### config.mk
export PLATFORM = sky130hd
export DESIGN_NAME = i2c_register_transaction_master
export DESIGN_NICKNAME = d
export VERILOG_FILES = /design/src/rtl/i2crtm_pkg.sv /design/src/rtl/i2c_register_transaction_master.sv
export SDC_FILE = /design/constraint.sdc
export NUM_CORES = 2
export LEC_CHECK = 0
export BUFFER_PORTS_ARGS = -buffer_cell sky130_fd_sc_hd__buf_2
export CORE_UTILIZATION = 40
export DETAILED_ROUTE_END_ITERATION = 6
export PLACE_DENSITY = 0.6
export SLEW_MARGIN = 20
export SYNTH_ARGS = -nofsm -noshare
export SYNTH_HDL_FRONTEND = slang
export SYNTH_SLANG_ARGS = --single-unit
### constraint.sdc
create_clock -name clock -period 4.9 [get_ports clock]
set_input_delay 0.245 -clock clock [delete_from_list [all_inputs] [get_ports clock]]
set_output_delay 0.245 -clock clock [all_outputs]
set_load 0.005 [all_outputs]
### src/rtl/i2crtm_pkg.sv
// Package for the I2C register transaction master: phase codes, opcodes,
// register indexes, reset values and the result item type.
// No dependencies.
`timescale 1ns / 1ps

package i2crtm_pkg;

   // Write buffer depth default
   localparam int unsigned MAX_LEN_DEF = 256;

   // Item opcodes
   localparam logic [1:0] OP_TICK  = 2'd0;
   localparam logic [1:0] OP_PUSH  = 2'd1;
   localparam logic [1:0] OP_START = 2'd2;

   // Register indexes (byte address = 4 * index)
   localparam logic [1:0] REG_DEV_ADDR = 2'd0;
   localparam logic [1:0] REG_HALF_PER = 2'd1;
   localparam logic [1:0] REG_ACK_TO   = 2'd2;

   localparam int unsigned CSR_AW = 4;
   localparam int unsigned CSR_DW = 32;

   // Register reset values
   localparam logic [6:0] DEV_ADDR_RST = 7'd93;
   localparam logic [7:0] HALF_PER_RST = 8'd2;
   localparam logic [7:0] ACK_TO_RST   = 8'd250;

   // Bus sequencer phases
   localparam logic [4:0] PH_IDLE    = 5'd0;
   localparam logic [4:0] PH_START_A = 5'd1;
   localparam logic [4:0] PH_START_B = 5'd2;
   localparam logic [4:0] PH_RESTART = 5'd3;
   localparam logic [4:0] PH_HDR_LO  = 5'd4;
   localparam logic [4:0] PH_HDR_HI  = 5'd5;
   localparam logic [4:0] PH_DAT_LO  = 5'd6;
   localparam logic [4:0] PH_DAT_HI  = 5'd7;
   localparam logic [4:0] PH_HACK_LO = 5'd8;
   localparam logic [4:0] PH_HACK_HI = 5'd9;
   localparam logic [4:0] PH_DACK_LO = 5'd10;
   localparam logic [4:0] PH_DACK_HI = 5'd11;
   localparam logic [4:0] PH_RX_LO   = 5'd12;
   localparam logic [4:0] PH_RX_HI   = 5'd13;
   localparam logic [4:0] PH_MACK_LO = 5'd14;
   localparam logic [4:0] PH_MACK_HI = 5'd15;
   localparam logic [4:0] PH_STOP_A  = 5'd16;
   localparam logic [4:0] PH_STOP_B  = 5'd17;
   localparam logic [4:0] PH_STOP_C  = 5'd18;

   // One result item
   typedef struct packed {
      logic       read_last;
      logic       read_valid;
      logic       error;
      logic       done_res;
      logic [7:0] read_byte;
      logic       busy_res;
      logic       sda_low;
      logic       scl;
   } rsp_item_type;

endpackage

### src/rtl/i2c_register_transaction_master.sv
// I2C master running 16-bit register address transactions, one bus step per
// half period of tick items, with a write byte buffer and a two-entry result queue.
// Depends on i2crtm_pkg.
`timescale 1ns / 1ps

//  channel | dir | handshake               | payload
//  req     | in  | req_tvalid / req_tready | tdata: sda_in, write_byte, is_read,
//          |     |                         |   reg_addr, length; tuser: opcode
//  rsp     | out | rsp_tvalid / rsp_tready | tdata: scl, sda_low, busy_res,
//          |     |                         |   read_byte, done_res, error;
//          |     |                         |   tuser: read_valid; tlast: read_last
//  csr     | in  | APB write/read          | device_address, half_period_ticks,
//          |     |                         |   ack_timeout at 0x0, 0x4, 0x8
//
// Every accepted item yields one registered result item; an item can be taken
// each cycle while the skid entry is free. The sequencer state updates in one
// pass of logic. The write buffer is a 1R1W memory; its read port prefetches the
// next byte. Reset clears the sequencer, the fill count and the result queue.
// A stalled result side is absorbed by a skid entry; req_tready drops only
// when both result entries are occupied.

module i2c_register_transaction_master #(
   parameter int unsigned MAX_LEN = i2crtm_pkg::MAX_LEN_DEF
) (
   input  logic                            clock,
   input  logic                            reset,
   // request channel
   input  logic                            req_tvalid,
   output logic                            req_tready,
   // [0] sda_in, [8:1] write_byte, [9] is_read, [25:10] reg_addr,
   // [33:26] length, [39:34] zero
   input  logic [39:0]                     req_tdata,
   // [1:0] opcode
   input  logic [1:0]                      req_tuser,
   // result channel
   output logic                            rsp_tvalid,
   input  logic                            rsp_tready,
   // [0] scl, [1] sda_low, [2] busy_res, [10:3] read_byte, [11] done_res,
   // [12] error, [15:13] zero
   output logic [15:0]                     rsp_tdata,
   // [0] read_valid
   output logic                            rsp_tuser,
   output logic                            rsp_tlast,
   // configuration port
   input  logic                            csr_psel,
   input  logic                            csr_penable,
   input  logic                            csr_pwrite,
   input  logic [i2crtm_pkg::CSR_AW-1:0]   csr_paddr,
   input  logic [i2crtm_pkg::CSR_DW-1:0]   csr_pwdata,
   output logic [i2crtm_pkg::CSR_DW-1:0]   csr_prdata,
   output logic                            csr_pready
);
   import i2crtm_pkg::*;

   localparam int unsigned AW        = (MAX_LEN > 1) ? $clog2(MAX_LEN) : 1;
   localparam logic [8:0]  MAX_LEN_W = 9'(MAX_LEN);

   // configuration registers
   logic [6:0] dev_addr_ff;
   logic [7:0] half_per_ff;
   logic [7:0] ack_to_ff;

   // sequencer state
   logic [4:0] phase_ff,      phase_in;
   logic [7:0] tick_ff,       tick_in;
   logic [3:0] bit_ff,        bit_in;
   logic [7:0] shift_ff,      shift_in;
   logic [7:0] byte_cnt_ff,   byte_cnt_in;
   logic [7:0] ack_wait_ff,   ack_wait_in;
   logic [15:0] addr_ff,      addr_in;
   logic [7:0] len_ff,        len_in;
   logic       dir_ff,        dir_in;
   logic [7:0] fill_ff,       fill_in;
   logic       fail_ff,       fail_in;

   // write buffer
   logic [7:0]    wbuf_mem [MAX_LEN];
   logic          wbuf_we;
   logic [AW-1:0] wbuf_raddr;
   logic [7:0]    wbuf_rdata_ff;

   // result queue
   rsp_item_type out_ff,  skid_ff, res_in;
   logic         out_v_ff, skid_v_ff;

   // request fields
   logic        acc;
   logic [1:0]  op;
   logic        sda;
   logic [7:0]  wr_byte;
   logic        is_rd;
   logic [15:0] reg_addr;
   logic [7:0]  length;

   // step helpers
   logic       busy;
   logic       more;
   logic [7:0] span;
   logic [8:0] tick_nxt;
   logic [8:0] tries;
   logic [7:0] bc_nxt;
   logic [3:0] bit_nxt;
   logic [7:0] rx_shift;
   logic       room;

   assign acc      = req_tvalid & req_tready;
   assign op       = req_tuser;
   assign sda      = req_tdata[0];
   assign wr_byte  = req_tdata[8:1];
   assign is_rd    = req_tdata[9];
   assign reg_addr = req_tdata[25:10];
   assign length   = req_tdata[33:26];

   assign req_tready = ~skid_v_ff;

   // ---------------- configuration port ----------------
   assign csr_pready = 1'b1;

   always_ff @(posedge clock) begin
      if (reset) begin
         dev_addr_ff <= DEV_ADDR_RST;
         half_per_ff <= HALF_PER_RST;
         ack_to_ff   <= ACK_TO_RST;
      end else if (csr_psel && csr_penable && csr_pwrite && csr_pready) begin
         unique case (csr_paddr[3:2])
            REG_DEV_ADDR: dev_addr_ff <= csr_pwdata[6:0];
            REG_HALF_PER: half_per_ff <= csr_pwdata[7:0];
            REG_ACK_TO:   ack_to_ff   <= csr_pwdata[7:0];
            default:      ;
         endcase
      end
   end

   always_comb begin
      unique case (csr_paddr[3:2])
         REG_DEV_ADDR: csr_prdata = {25'd0, dev_addr_ff};
         REG_HALF_PER: csr_prdata = {24'd0, half_per_ff};
         REG_ACK_TO:   csr_prdata = {24'd0, ack_to_ff};
         default:      csr_prdata = '0;
      endcase
   end

   // ---------------- write buffer ----------------
   // Prefetch: byte 0 during header acks, the next data byte during data acks
   assign wbuf_raddr = (phase_ff == PH_DACK_LO || phase_ff == PH_DACK_HI)
                       ? AW'(byte_cnt_ff + 8'd1) : '0;

   always_ff @(posedge clock) begin
      if (wbuf_we) begin
         wbuf_mem[fill_ff[AW-1:0]] <= wr_byte;
      end
      wbuf_rdata_ff <= wbuf_mem[wbuf_raddr];
   end

   // ---------------- sequencer step ----------------
   assign busy     = (phase_ff != PH_IDLE);
   assign more     = ({1'b0, byte_cnt_ff} + 9'd1) < {1'b0, len_ff};
   assign span     = (half_per_ff == 8'd0) ? 8'd1 : half_per_ff;
   assign tick_nxt = {1'b0, tick_ff} + 9'd1;
   assign tries    = {1'b0, ack_wait_ff} + 9'd1;
   assign bc_nxt   = byte_cnt_ff + 8'd1;
   assign bit_nxt  = bit_ff + 4'd1;
   assign rx_shift = {shift_ff[6:0], sda};
   assign room     = ({1'b0, fill_ff} < MAX_LEN_W) && (fill_ff != 8'hFF);

   always_comb begin
      phase_in    = phase_ff;
      tick_in     = tick_ff;
      bit_in      = bit_ff;
      shift_in    = shift_ff;
      byte_cnt_in = byte_cnt_ff;
      ack_wait_in = ack_wait_ff;
      addr_in     = addr_ff;
      len_in      = len_ff;
      dir_in      = dir_ff;
      fill_in     = fill_ff;
      fail_in     = fail_ff;
      wbuf_we     = 1'b0;

      res_in            = '0;
      res_in.busy_res   = busy;
      res_in.scl        = 1'b1;
      res_in.sda_low    = 1'b0;

      // line levels come from the state before the item
      case (phase_ff)
         PH_START_B: begin res_in.scl = 1'b1; res_in.sda_low = 1'b1; end
         PH_RESTART: begin res_in.scl = 1'b0; res_in.sda_low = 1'b0; end
         PH_HDR_LO, PH_DAT_LO: begin
            res_in.scl = 1'b0; res_in.sda_low = ~shift_ff[7];
         end
         PH_HDR_HI, PH_DAT_HI: begin
            res_in.scl = 1'b1; res_in.sda_low = ~shift_ff[7];
         end
         PH_HACK_LO, PH_DACK_LO, PH_RX_LO: begin
            res_in.scl = 1'b0; res_in.sda_low = 1'b0;
         end
         PH_MACK_LO: begin res_in.scl = 1'b0; res_in.sda_low = more; end
         PH_MACK_HI: begin res_in.scl = 1'b1; res_in.sda_low = more; end
         PH_STOP_A:  begin res_in.scl = 1'b0; res_in.sda_low = 1'b1; end
         PH_STOP_B:  begin res_in.scl = 1'b1; res_in.sda_low = 1'b1; end
         default:    begin res_in.scl = 1'b1; res_in.sda_low = 1'b0; end
      endcase

      if (acc) begin
         if (op == OP_PUSH && !busy) begin
            // append to the write buffer
            if (room) begin
               wbuf_we = 1'b1;
               fill_in = fill_ff + 8'd1;
            end
         end else if (op == OP_START && !busy) begin
            // latch the request and open with a start condition
            dir_in      = is_rd;
            addr_in     = reg_addr;
            len_in      = length;
            if (!is_rd) begin
               fill_in = 8'd0;
            end
            shift_in    = {dev_addr_ff, 1'b0};
            tick_in     = 8'd0;
            bit_in      = 4'd0;
            byte_cnt_in = 8'd0;
            ack_wait_in = 8'd0;
            fail_in     = 1'b0;
            phase_in    = PH_START_A;
         end else if (op == OP_TICK && busy) begin
            if (phase_ff == PH_HACK_HI || phase_ff == PH_DACK_HI) begin
               // acknowledge wait: sample SDA each tick
               tick_in = 8'd0;
               if (!sda) begin
                  if (phase_ff == PH_HACK_HI) begin
                     case (byte_cnt_ff)
                        8'd0: begin
                           shift_in = addr_ff[15:8]; byte_cnt_in = 8'd1;
                           phase_in = PH_HDR_LO;
                        end
                        8'd1: begin
                           shift_in = addr_ff[7:0]; byte_cnt_in = 8'd2;
                           phase_in = PH_HDR_LO;
                        end
                        8'd2: begin
                           if (len_ff == 8'd0) begin
                              fail_in = 1'b0; phase_in = PH_STOP_A;
                           end else if (dir_ff) begin
                              shift_in = {dev_addr_ff, 1'b1}; byte_cnt_in = 8'd3;
                              phase_in = PH_RESTART;
                           end else begin
                              byte_cnt_in = 8'd0; shift_in = wbuf_rdata_ff;
                              phase_in = PH_DAT_LO;
                           end
                        end
                        default: begin
                           byte_cnt_in = 8'd0; shift_in = 8'd0;
                           phase_in = PH_RX_LO;
                        end
                     endcase
                  end else begin
                     byte_cnt_in = bc_nxt;
                     if (bc_nxt >= len_ff) begin
                        fail_in = 1'b0; phase_in = PH_STOP_A;
                     end else begin
                        shift_in = wbuf_rdata_ff; phase_in = PH_DAT_LO;
                     end
                  end
               end else if (tries > {1'b0, ack_to_ff}) begin
                  // no acknowledge in time: stop with an error
                  fail_in  = 1'b1;
                  phase_in = PH_STOP_A;
               end else begin
                  ack_wait_in = tries[7:0];
               end
            end else if (tick_nxt < {1'b0, span}) begin
               tick_in = tick_nxt[7:0];
            end else begin
               // end of a half period: move to the next bus step
               tick_in = 8'd0;
               unique case (phase_ff)
                  PH_START_A: phase_in = PH_START_B;
                  PH_START_B: begin bit_in = 4'd0; phase_in = PH_HDR_LO; end
                  PH_RESTART: phase_in = PH_START_A;
                  PH_HDR_LO:  phase_in = PH_HDR_HI;
                  PH_DAT_LO:  phase_in = PH_DAT_HI;
                  PH_HDR_HI, PH_DAT_HI: begin
                     shift_in = {shift_ff[6:0], 1'b0};
                     if (bit_nxt >= 4'd8) begin
                        bit_in   = 4'd0;
                        phase_in = (phase_ff == PH_HDR_HI) ? PH_HACK_LO : PH_DACK_LO;
                     end else begin
                        bit_in   = bit_nxt;
                        phase_in = (phase_ff == PH_HDR_HI) ? PH_HDR_LO : PH_DAT_LO;
                     end
                  end
                  PH_HACK_LO: begin ack_wait_in = 8'd0; phase_in = PH_HACK_HI; end
                  PH_DACK_LO: begin ack_wait_in = 8'd0; phase_in = PH_DACK_HI; end
                  PH_RX_LO:   phase_in = PH_RX_HI;
                  PH_RX_HI: begin
                     shift_in = rx_shift;
                     if (bit_nxt >= 4'd8) begin
                        bit_in            = 4'd0;
                        res_in.read_valid = 1'b1;
                        res_in.read_byte  = rx_shift;
                        res_in.read_last  = ~more;
                        phase_in          = PH_MACK_LO;
                     end else begin
                        bit_in   = bit_nxt;
                        phase_in = PH_RX_LO;
                     end
                  end
                  PH_MACK_LO: phase_in = PH_MACK_HI;
                  PH_MACK_HI: begin
                     if (more) begin
                        byte_cnt_in = bc_nxt;
                        shift_in    = 8'd0;
                        phase_in    = PH_RX_LO;
                     end else begin
                        fail_in  = 1'b0;
                        phase_in = PH_STOP_A;
                     end
                  end
                  PH_STOP_A: phase_in = PH_STOP_B;
                  PH_STOP_B: phase_in = PH_STOP_C;
                  PH_STOP_C: begin
                     res_in.done_res = 1'b1;
                     res_in.error    = fail_ff;
                     phase_in        = PH_IDLE;
                  end
                  default: phase_in = PH_IDLE;
               endcase
            end
         end
      end
   end

   // sequencer registers
   always_ff @(posedge clock) begin
      if (reset) begin
         phase_ff    <= PH_IDLE;
         tick_ff     <= 8'd0;
         bit_ff      <= 4'd0;
         byte_cnt_ff <= 8'd0;
         ack_wait_ff <= 8'd0;
         fill_ff     <= 8'd0;
         fail_ff     <= 1'b0;
         shift_ff    <= 8'd0;
         addr_ff     <= 16'd0;
         len_ff      <= 8'd0;
         dir_ff      <= 1'b0;
      end else begin
         phase_ff    <= phase_in;
         tick_ff     <= tick_in;
         bit_ff      <= bit_in;
         byte_cnt_ff <= byte_cnt_in;
         ack_wait_ff <= ack_wait_in;
         fill_ff     <= fill_in;
         fail_ff     <= fail_in;
         shift_ff    <= shift_in;
         addr_ff     <= addr_in;
         len_ff      <= len_in;
         dir_ff      <= dir_in;
      end
   end

   // ---------------- result queue: output register plus skid entry ----------------
   logic pop;
   assign pop = out_v_ff & rsp_tready;

   always_ff @(posedge clock) begin
      if (reset) begin
         out_v_ff  <= 1'b0;
         skid_v_ff <= 1'b0;
      end else if (pop) begin
         if (skid_v_ff) begin
            out_v_ff  <= 1'b1;
            skid_v_ff <= acc;
         end else begin
            out_v_ff  <= acc;
         end
      end else if (!out_v_ff) begin
         out_v_ff <= acc;
      end else if (acc) begin
         skid_v_ff <= 1'b1;
      end
   end

   always_ff @(posedge clock) begin
      if (pop) begin
         if (skid_v_ff) begin
            out_ff <= skid_ff;
            if (acc) begin
               skid_ff <= res_in;
            end
         end else if (acc) begin
            out_ff <= res_in;
         end
      end else if (!out_v_ff) begin
         if (acc) begin
            out_ff <= res_in;
         end
      end else if (acc) begin
         skid_ff <= res_in;
      end
   end

   assign rsp_tvalid = out_v_ff;
   assign rsp_tdata  = {3'b000, out_ff.error, out_ff.done_res, out_ff.read_byte,
                        out_ff.busy_res, out_ff.sda_low, out_ff.scl};
   assign rsp_tuser  = out_ff.read_valid;
   assign rsp_tlast  = out_ff.read_last;

`ifndef SYNTHESIS
   // skid entry is only used behind a full output register
   a_skid_order: assert property (@(posedge clock) disable iff (reset)
      skid_v_ff |-> out_v_ff)
      else $error("skid entry valid without output entry");

   // buffer fill never passes its depth
   a_fill_bound: assert property (@(posedge clock) disable iff (reset)
      {1'b0, fill_ff} <= MAX_LEN_W)
      else $error("write buffer fill count overflow");

   // bit counter stays inside a byte
   a_bit_bound: assert property (@(posedge clock) disable iff (reset)
      bit_ff < 4'd8)
      else $error("bit counter out of range");

   // a completed stop returns the sequencer to idle
   a_done_idle: assert property (@(posedge clock) disable iff (reset)
      acc && res_in.done_res |=> phase_ff == PH_IDLE)
      else $error("done without return to idle");

   // a received byte is followed by the master acknowledge step
   a_rx_mack: assert property (@(posedge clock) disable iff (reset)
      acc && res_in.read_valid |=> phase_ff == PH_MACK_LO)
      else $error("received byte not followed by master ack");
`endif

endmodule

==> results.toml <==
[yosys]
synth_ff_type = "edfxtp_1"
synth_cells = 6333
yosysSeqAreaShare_pct = 72.25
synth_fa_ha_area_share_pct = 0.4761
synth_mux_area_share_pct = 6.084
yosysTopAreaCell = "edfxtp_1"
synthXorXnorAreaFrac_pct = 0.2758
yosys_warnings = 0
synth_top_cells_by_area = "edfxtp_1 (70%), nand2_1 (3.7%), mux2i_1 (3.3%)"
synth_top_family_by_area = "simple AND/OR/NAND/NOR gates"
synth_edf_count = 2078
synthTopCellsByCount = "edfxtp_1 (2078), nand2_1 (884), nor2_1 (468), mux2i_1 (299), nand3_1 (288)"
synth_compound_area_share_pct = 8.844
synth_area_um2 = 89360
syn_avg_cell_area_um2 = 14.11
synth_cell_types = 85
yosys.area_share.simple_pct = 9.416
post-synth-top-count-cell = "edfxtp_1"
synth_async_sr_flop_share_pct = 0
synth-seq-cells = 2186
yosysTopAreaCellShare_pct = 69.83

[clock_network]
htree_levels = 4
cts-hold-fix-buffers = 58
cts_buffer_depth = 3
ctsResizeCount = 0
clkSinkCount = 2186
ctsRootBufferMaster = "clkbuf_16"
insertion_delay_ns = 0.89
post-cts-setup-buffers = 0
cts.clk_slew.worst_paths_ns = 0.06
cts_buffers = 216
cts_tree = "done"

[power]
vdd_drop_max_uv = 383.8
pwr_density_cell_nw_per_um2 = 366.0
p_leak_nw = 32.70

[sta]
hold_slack_ns = 0.1127
rsz0062_at_grt = "false"
fin_tns_setup_ns = 0
maxSlewViolCount = 0
tightestPinTransition_ns = 1.150
relSlewSlack_pct = 23.04
period_share_pct = 92.57
finalHoldViolCount = 0
fmax_ghz = 0.2205
setup_viol_count_final = 0
min_period_ns = 4.536
skew_ns = 0.04697

[die]
core_um2 = 222100
rows = 173
initial_utilization_pct = 40.24
die_h_um = 474.7
dieArea_um2 = 225300
die_width_um = 474.7
top_level_ports = 138

[worst_setup_path]
path_class = "register to register"
crit_arrival_ns = 5.32
worstSetupStartpointType = "register"
crit_required_ns = 5.68
path_max_fanout = 23
endpoint_kind = "register"

[grt]
grt_max_degree = 128
track_usage_pct = 23.51
grt_pass1_vias = 54240
grt_pass1_wl_um = 385500
antenna_found_initial = 11
grt.overflow.total = 0

[layout]
nets = 6697
layout-drive-gt1-share_pct = 13.59
fin_util_pct = 45.88
nFillCells = 19380
area_growth_pct = 14.03

[place]
port_buffers = 77
post-dp-hpwl_um = 164100
gp_congestion = 0.9106

[detailed_routing]
drtIter0Drc = 7806
wl_um = 269900
num_vias = 57250
vias_per_cell = 5.879
ant_nets = 0
drcViolationCount = 0
wl_per_cell_um = 27.71
drtPass1Iterations = 6

[job]
cap_violations = 0

[run_status]
outcome = "finished, final reports clean"

[min_path]
hold_path_class = "primary input to register"
==> through the flow <==
stage	power [mW]	instances	instance area [µm²]	worst slack (ns)
final	37.29	9738	101900	0.3639
after global routing	38.19	9736	101900	0.2560
after CTS	37.46	9736	101900	0.4779
after detailed placement	21.53	9277	94530	0.5161
after global placement	21.51	9277	94530	0.5507
after floorplan	21.07	6367	89490	1.056
==> state kept, by name, summed over array words and instances (netlist names), 4 cells and up <==
name           cells
skid_ff           15
tick_ff            8
ack_wait_ff        8
fill_ff            8
len_ff             8
addr_ff           16
phase_ff           5
shift_ff           8
bit_ff             4
dev_addr_ff        7
wbuf_rdata_ff      8
rsp_tdata         13
byte_cnt_ff        8
ack_to_ff          8
half_per_ff        8
wbuf_mem        2048
==> report_power, final <==
part	leakage [nW]	switching, mW	internal (mW)
registers	19.6	0.0311	20.5
logic	9.83	0.515	0.150
clock network	3.30	7.16	8.96
==> placed cells by master (no fill, tap or decap), types with 20 or more instances in the layout <==
cell / n
mux2_2: 73
clkbuf_1: 69
clkinv_2: 31
and3_1: 45
edfxtp_1: 2078
buf_2: 69
and2_1: 20
dfxtp_1: 107
nand3_1: 282
buf_12: 37
inv_1: 39
conb_1: 36
a211oi_1: 86
or3_1: 24
o21ai_0: 247
nor2b_1: 51
a22oi_1: 43
nand4_1: 24
nor2_1: 462
nand2_1: 876
clkinv_1: 42
mux4_2: 72
ha_1: 33
a31oi_1: 121
o211ai_1: 42
nor3_1: 67
clkbuf_16: 219
mux2i_1: 299
a221oi_1: 43
o221ai_1: 91
o22ai_1: 55
buf_4: 281
a21oi_1: 260
dlygate4sd3_1: 58
==> layout make-up <==
class,count,area (µm²),area share (%)
antenna,2,5.005,0.004912
timing repair buffer,453,3896,3.824
sequential,2186,64570,63.37
clock inverter,108,970.9,0.9529
tap,2975,3722,3.653
inverter,43,171.4,0.1682
multi-input combinational,3678,22750,22.33
clock buffer,293,5808,5.700
==> path summary, 6_finish.rpt <==
check	end	start	slack, ns	cells past startpoint
worst max register to register	wbuf_rdata_ff[3]$_DFF_P_	byte_cnt_ff[0]$_SDFFE_PP0P_	0.36	13
worst min-delay path	rsp_tdata[6]$_DFFE_PP_	req_tvalid	0.11	3
worst min register to register	addr_ff[15]$_SDFFE_PP0P_	addr_ff[15]$_SDFFE_PP0P_	0.46	2
worst max-delay path	wbuf_rdata_ff[3]$_DFF_P_	byte_cnt_ff[0]$_SDFFE_PP0P_	0.36	13
==> worst max-delay path, stage by stage (launching register included) <==
cell and delay (ns):
dfxtp_4 0.44, ha_1 0.37, xnor2_4 0.57, inv_8 0.25, nand2_4 0.36, buf_12 0.22
buf_4 0.29, a211oi_1 0.11, a31oi_1 0.41, nor3_1 0.11, nor4_1 0.78, a211o_1 0.25
nand3_1 0.11, o31ai_1 0.10
==> kinds of logic after synthesis <==
kind of cell / count (synthesis)
compound gates: 1194
other cells: 2
fa+ha+maj: 34
xor+xnor: 26
buf+inv: 503
mux: 444
simple gates: 1944
flops: 2186
==> per-layer routing <==
layer,up-vias,wire [µm],GRT usage [%],part of all wire (%)
met5,-,32,0,0.012
met4,4,10590,9.042,3.9
met3,521,25940,4.484,9.6
met2,3084,123900,36.54,46
met1,28960,109400,32.58,41
li1,24690,-,-,-
Note: power is estimated with default switching activity, not from simulation.
